## config.mk

```make
export PLATFORM = sky130hd
export DESIGN_NAME = m3tu_ctrl
export DESIGN_NICKNAME = d
export VERILOG_FILES = /design/src/hw/rtl/m3tu_pkg.sv /design/src/hw/rtl/m3tu_ctrl.sv
export SDC_FILE = /design/constraint.sdc
export NUM_CORES = 1
export LEC_CHECK = 0
export BUFFER_PORTS_ARGS = -buffer_cell sky130_fd_sc_hd__buf_2
export CORE_AREA = 5 5 42 44
export CTS_CLUSTER_DIAMETER = 30
export DETAILED_ROUTE_END_ITERATION = 6
export DIE_AREA = 0 0 47 49
export MAX_ROUTING_LAYER = met4
export PLACE_DENSITY = 0.66
export SLEW_MARGIN = 5
export SYNTH_ARGS = -nofsm -noshare
export SYNTH_HDL_FRONTEND = slang
export SYNTH_SLANG_ARGS = --single-unit
```

## constraint.sdc

```tcl
create_clock -name clk -period 1.8 [get_ports clk]
set_input_delay 0.36 -clock clk [delete_from_list [all_inputs] [get_ports clk]]
set_output_delay 0.36 -clock clk [all_outputs]
set_load 0.05 [all_outputs]
```

## src/hw/rtl/m3tu_pkg.sv

```systemverilog
// Shared types and constants for the 3x3 transform unit.
// Holds command codes, controller states, command/status structs and the CORDIC table.
// No dependencies.
`timescale 1ns / 1ps
`default_nettype none

package m3tu_pkg;

  typedef enum logic [2:0] {
    KIND_IDENTITY  = 3'd0,
    KIND_MULTIPLY  = 3'd1,
    KIND_ROT_X     = 3'd2,
    KIND_ROT_Y     = 3'd3,
    KIND_ROT_Z     = 3'd4,
    KIND_SCALE     = 3'd5,
    KIND_TRANSFORM = 3'd6
  } kind_t;

  typedef enum logic [3:0] {
    ST_IDLE,
    ST_CVT_LO,
    ST_CVT_HI,
    ST_CVT_SUM,
    ST_RED_INIT,
    ST_RED,
    ST_FOLD_WRAP,
    ST_FOLD_HALF,
    ST_CORDIC,
    ST_TRIG,
    ST_WAIT_OUT,
    ST_MAC
  } state_t;

  typedef struct packed {
    logic load;
    logic set_ident;
    logic cvt_lo;
    logic cvt_hi;
    logic cvt_sum;
    logic red_init;
    logic red_step;
    logic fold_wrap;
    logic fold_half;
    logic cordic_step;
    logic trig;
    logic mac_run;
    logic commit;
  } cmd_t;

  typedef struct packed {
    logic red_done;
    logic cordic_done;
    logic mac_done;
    logic out_busy;
  } status_t;

  localparam int WORD_W   = 32;
  localparam int PROD_W   = 64;
  localparam int ACC_W    = 66;
  localparam int CORDIC_W = 34;
  localparam int ATAN_LEN = 24;

  // 2*3.1415/360 in Q0.32, rounded
  localparam logic [26:0] DEG_TO_RAD_K = 27'd74959110;

  localparam logic signed [PROD_W-1:0] TWO_PI_Q32  = 64'sd26986075409;
  localparam logic signed [PROD_W-1:0] PI_Q32      = 64'sd13493037704;
  localparam logic signed [PROD_W-1:0] HALF_PI_Q32 = 64'sd6746518852;

  localparam logic signed [CORDIC_W-1:0] CORDIC_INV_GAIN = 34'sh026DD3B6A;

  localparam logic signed [ACC_W-1:0] SAT_MAX = 66'sd2147483647;
  localparam logic signed [ACC_W-1:0] SAT_MIN = -66'sd2147483648;

  // arctangent of 2^-i in Q4.30, truncated
  function automatic logic signed [CORDIC_W-1:0] atan_q30(input logic [4:0] i);
    logic signed [CORDIC_W-1:0] v;
    unique case (i)
      5'd0:    v = 34'sh03243F6A8;
      5'd1:    v = 34'sh01DAC6705;
      5'd2:    v = 34'sh00FADBAFC;
      5'd3:    v = 34'sh007F56EA6;
      5'd4:    v = 34'sh003FEAB76;
      5'd5:    v = 34'sh001FFD55B;
      5'd6:    v = 34'sh000FFFAAA;
      5'd7:    v = 34'sh0007FFF55;
      5'd8:    v = 34'sh0003FFFEA;
      5'd9:    v = 34'sh0001FFFFD;
      5'd10:   v = 34'sh0000FFFFF;
      5'd11:   v = 34'sh00007FFFF;
      5'd12:   v = 34'sh00003FFFF;
      5'd13:   v = 34'sh00001FFFF;
      5'd14:   v = 34'sh00000FFFF;
      5'd15:   v = 34'sh000007FFF;
      5'd16:   v = 34'sh000003FFF;
      5'd17:   v = 34'sh000001FFF;
      5'd18:   v = 34'sh000000FFF;
      5'd19:   v = 34'sh0000007FF;
      5'd20:   v = 34'sh0000003FF;
      5'd21:   v = 34'sh0000001FF;
      5'd22:   v = 34'sh0000000FF;
      5'd23:   v = 34'sh00000007F;
      default: v = '0;
    endcase
    return v;
  endfunction

endpackage

`default_nettype wire

```

## src/hw/rtl/m3tu_ctrl.sv

```systemverilog
// Controller state machine for the 3x3 transform unit.
// Sequences angle conversion, CORDIC and the shared multiply-accumulate.
// Depends on m3tu_pkg.
`timescale 1ns / 1ps
`default_nettype none

module m3tu_ctrl
  import m3tu_pkg::*;
(
  input  wire logic    clk,
  input  wire logic    rst_n,
  input  wire logic    in_valid,
  input  wire kind_t   in_kind,
  input  wire status_t st,
  output logic         in_ready,
  output cmd_t         cmd
);

  state_t state_r, state_nxt;

  always_ff @(posedge clk) begin
    if (!rst_n) begin
      state_r <= ST_IDLE;
    end else begin
      state_r <= state_nxt;
    end
  end

  always_comb begin
    state_nxt = state_r;
    unique case (state_r)
      ST_IDLE: begin
        if (in_valid) begin
          unique case (in_kind)
            KIND_MULTIPLY, KIND_SCALE:        state_nxt = ST_MAC;
            KIND_ROT_X, KIND_ROT_Y, KIND_ROT_Z: state_nxt = ST_CVT_LO;
            KIND_TRANSFORM:                   state_nxt = ST_WAIT_OUT;
            default:                          state_nxt = ST_IDLE;
          endcase
        end
      end
      ST_CVT_LO:    state_nxt = ST_CVT_HI;
      ST_CVT_HI:    state_nxt = ST_CVT_SUM;
      ST_CVT_SUM:   state_nxt = ST_RED_INIT;
      ST_RED_INIT:  state_nxt = ST_RED;
      ST_RED:       if (st.red_done) state_nxt = ST_FOLD_WRAP;
      ST_FOLD_WRAP: state_nxt = ST_FOLD_HALF;
      ST_FOLD_HALF: state_nxt = ST_CORDIC;
      ST_CORDIC:    if (st.cordic_done) state_nxt = ST_TRIG;
      ST_TRIG:      state_nxt = ST_MAC;
      ST_WAIT_OUT:  if (!st.out_busy) state_nxt = ST_MAC;
      ST_MAC:       if (st.mac_done) state_nxt = ST_IDLE;
      default:      state_nxt = ST_IDLE;
    endcase
  end

  always_comb begin
    in_ready        = (state_r == ST_IDLE);
    cmd             = '0;
    cmd.load        = (state_r == ST_IDLE) && in_valid;
    cmd.set_ident   = cmd.load && (in_kind == KIND_IDENTITY);
    cmd.cvt_lo      = (state_r == ST_CVT_LO);
    cmd.cvt_hi      = (state_r == ST_CVT_HI);
    cmd.cvt_sum     = (state_r == ST_CVT_SUM);
    cmd.red_init    = (state_r == ST_RED_INIT);
    cmd.red_step    = (state_r == ST_RED);
    cmd.fold_wrap   = (state_r == ST_FOLD_WRAP);
    cmd.fold_half   = (state_r == ST_FOLD_HALF);
    cmd.cordic_step = (state_r == ST_CORDIC);
    cmd.trig        = (state_r == ST_TRIG);
    cmd.mac_run     = (state_r == ST_MAC);
    cmd.commit      = (state_r == ST_MAC) && st.mac_done;
  end

endmodule

`default_nettype wire

```

==> flow_metrics.py <==
metrics = {
    "drt": {
        "routed-via-count": 512,
        "drt_wl_total_mm": 1.234,
        "avgViaCountPerCell": 5.020,
        "post-route-drc-count": 0,
        "ant_nets": 0,
        "firstDrtPassIters": 2,
        "first_iter_violations": 4,
        "wl_per_cell_um": 12.10,
    },
    "floorplanning": {
        "fp.dieW_um": 47,
        "dieArea_um2": 2303,
        "fp.dieH_um": 49,
        "core_area_um2": 1401,
        "num_rows": 14,
        "initial_core_util": 0.3223,
        "io_pins": 24,
    },
    "sta": {
        "hold_viol": 0,
        "rsz0062_at_grt": "false",
        "max_freq_ghz": 0.5712,
        "setup_viol": 0,
        "tightest_slew_ns": 0.3336,
        "hold_ws_ns": 0.4120,
        "post-route-period-util": 0.9727,
        "fin_ws_ns": 0.04918,
        "clock_skew_ns": 0.003850,
        "layout_min_cycle_time_ns": 1.751,
        "finalMaxSlewViolations": 0,
        "relSlewSlack": 0.7745,
    },
    "setup_path": {
        "cp.arrival_ns": 1.39,
        "crit_buf_inv": 1,
        "slowest_delay_ns": 0.38,
        "required_ns": 1.44,
        "worstSetupPathType": "reg -> out",
        "slowest_stage": "dfxtp_2",
        "crit_fanout": 11,
        "crit_chain": "nor4_4, and3_4, buf_4",
        "cp-end-kind": "output port",
        "crit_path_start_kind": "flop",
        "critPathTopFamily": "simple AND/OR/NAND/NOR gates",
    },
    "clock_tree": {
        "cts_sinks": 4,
        "clk_latency_ns": 0.23,
        "cts_made_buffers": 3,
        "cts_max_path_buffers": 2,
        "cts_root_buffer": "clkbuf_4",
        "cts.clk_slew.worst_paths_ns": 0.04,
        "htreeDepth": 1,
        "cts_tree": "done",
        "post_cts_buffers": 0,
    },
    "layout": {
        "largest_reg_flops": 4,
        "top_register": "state_r",
        "nets": 98,
        "fin_area_um2": 638.1,
        "layout-drive-gt1-share": 0.5116,
        "fin_util": 0.4554,
        "n_antenna_cell": 0,
        "top_regs": "state_r x4",
        "nFillCells": 152,
        "syn2layout_area_growth_pct": 41.27,
        "multi_input_area_um2": 361.6,
        "seq_area_um2": 85.08,
    },
    "synth": {
        "synth_cells": 61,
        "async_reset_ff_frac": 0,
        "synth_warnings": 0,
        "yosysSeqAreaShare": 0.1773,
        "synth-edff-count": 0,
        "synthesis.nets": 71,
        "netlist_area_um2": 451.7,
        "ys_types": 29,
        "postSynthAreaPerCell_um2": 7.405,
        "ys_ff_latch": 4,
        "synth_ff_type": "dfxtp_1",
    },
    "place": {
        "hpwl_um": 992.4,
        "dpl_worst_slack_ns": 0.1616,
        "io_buffers": 23,
        "gp_congestion": 0.7836,
        "place_area_um2": 603.1,
    },
    "run_status": {
        "status": "finished, final reports clean",
    },
    "power_and_ir_drop": {
        "total_power_uw": 1134,
        "p_leak_uw": 0.0003181,
        "ir_drop_v": 0.0006453,
        "p_comb_frac": 0.692,
        "clkPwrFrac": 0.098,
        "p_switching_uw": 642.6,
        "power_density_nw_per_um2": 1777,
        "p_seq_frac": 0.210,
        "switching_share": 0.5667,
        "power.internal_uw": 491.4,
    },
    "grt": {
        "gr-total-overflow": 0,
        "grt_pass1_vias": 437,
        "grtUsageTotal": 0.1060,
        "grt_pass1_wl_mm": 1.863,
        "grt_max_degree": 12,
        "antenna_found_initial": 0,
    },
    "worst_hold_path": {
        "hold_class": "in -> reg",
    },
    "flow_run": {
        "cap_violations": 0,
    },
}
[layer usage]
layer  global-route usage  share of wire
met5                    -              0
met4              0.02765              0
met3              0.02214          0.073
met2               0.1584           0.46
met1               0.1422           0.47
[power by group through the flow]
stage                     clock network (uW)  logic (uW)  registers [uW]
after floorplan                            0         680             164
after global placement                     0         777             224
after detailed placement                   0         779             230
after CTS                                113         788             236
after global routing                     128         824             251
final                                    111         785             238
[worst register-to-register path, stage by stage, from the launching register on]
cell and delay, ns:
dfxtp_2 0.44, buf_4 0.17, nor4bb_1 0.35, o21bai_2 0.12, nand3_1 0.12, mux2i_1 0.18
[cells by family (layout without fill, tap and decap cells)]
family / Yosys count / after routing / share of synthesized area
DFF: 4 / 4 / 0.1773
buffers and inverters: 5 / 30 / 0.05539
AOI/OAI and AO/OA: 13 / 13 / 0.2382
muxes: 1 / 1 / 0.02216
and+or+nand+nor: 38 / 38 / 0.5069
[timing repair]
item,CTS,global route
hold buffers,0,0
pin swaps,1,1
cloned,0,0
resized for setup,4,3
setup endpoints to repair,4,8
[through the flow]
| step | cells | TNS, ns |
|---|---|---|
| 2_1_floorplan | 61 | -1.456 |
| 3_3_place_gp | 99 | 0 |
| 3_5_place_dp | 99 | 0 |
| 4_1_cts | 102 | 0 |
| 5_1_grt | 102 | 0 |
| 6_report | 102 | 0 |
[final cells by class]
| cell class | instances | area share |
|---|---|---|
| multi-input combinational | 52 | 0.5667 |
| timing repair buffer | 26 | 0.2275 |
| sequential | 4 | 0.1333 |
| clock buffer | 3 | 0.03529 |
| tap | 16 | 0.03137 |
| inverter | 1 | 0.005882 |
[cells in the final DEF, fill, tap and decap left out, types with 2 or more instances in the layout]
cell,n
buf_4,5
buf_2,20
o2111ai_1,2
nand3_1,2
nor3_1,6
nor2b_1,2
and3_1,2
nand2b_1,5
nand2_1,6
a21oi_1,3
clkbuf_4,4
dfxtp_2,4
nor2_1,5
[final timing paths]
path / start / endpoint / slack, ns / cells after the start
min reg2reg: state_r[0]$_SDFFE_PN0P_ / state_r[0]$_SDFFE_PN0P_ / 0.56 / 2
max: state_r[1]$_SDFFE_PN0P_ / cmd[11] / 0.05 / 3
min: rst_n / state_r[2]$_SDFFE_PN0P_ / 0.41 / 3
max reg2reg: state_r[0]$_SDFFE_PN0P_ / state_r[0]$_SDFFE_PN0P_ / 0.35 / 5
[synth_stat cells (2+ instances only)]
master	n	area, um^2
a21oi_1	3	15.01
and2_1	2	12.51
and3_1	3	18.77
buf_2	2	10.01
dfxtp_1	4	80.08
nand2_1	6	22.52
nand2b_1	5	31.28
nand3_1	2	10.01
nor2_1	6	22.52
nor2b_1	2	12.51
nor3_1	7	35.03
o2111ai_1	2	17.52
No activity file was read; power rests on OpenSTA's default activity.
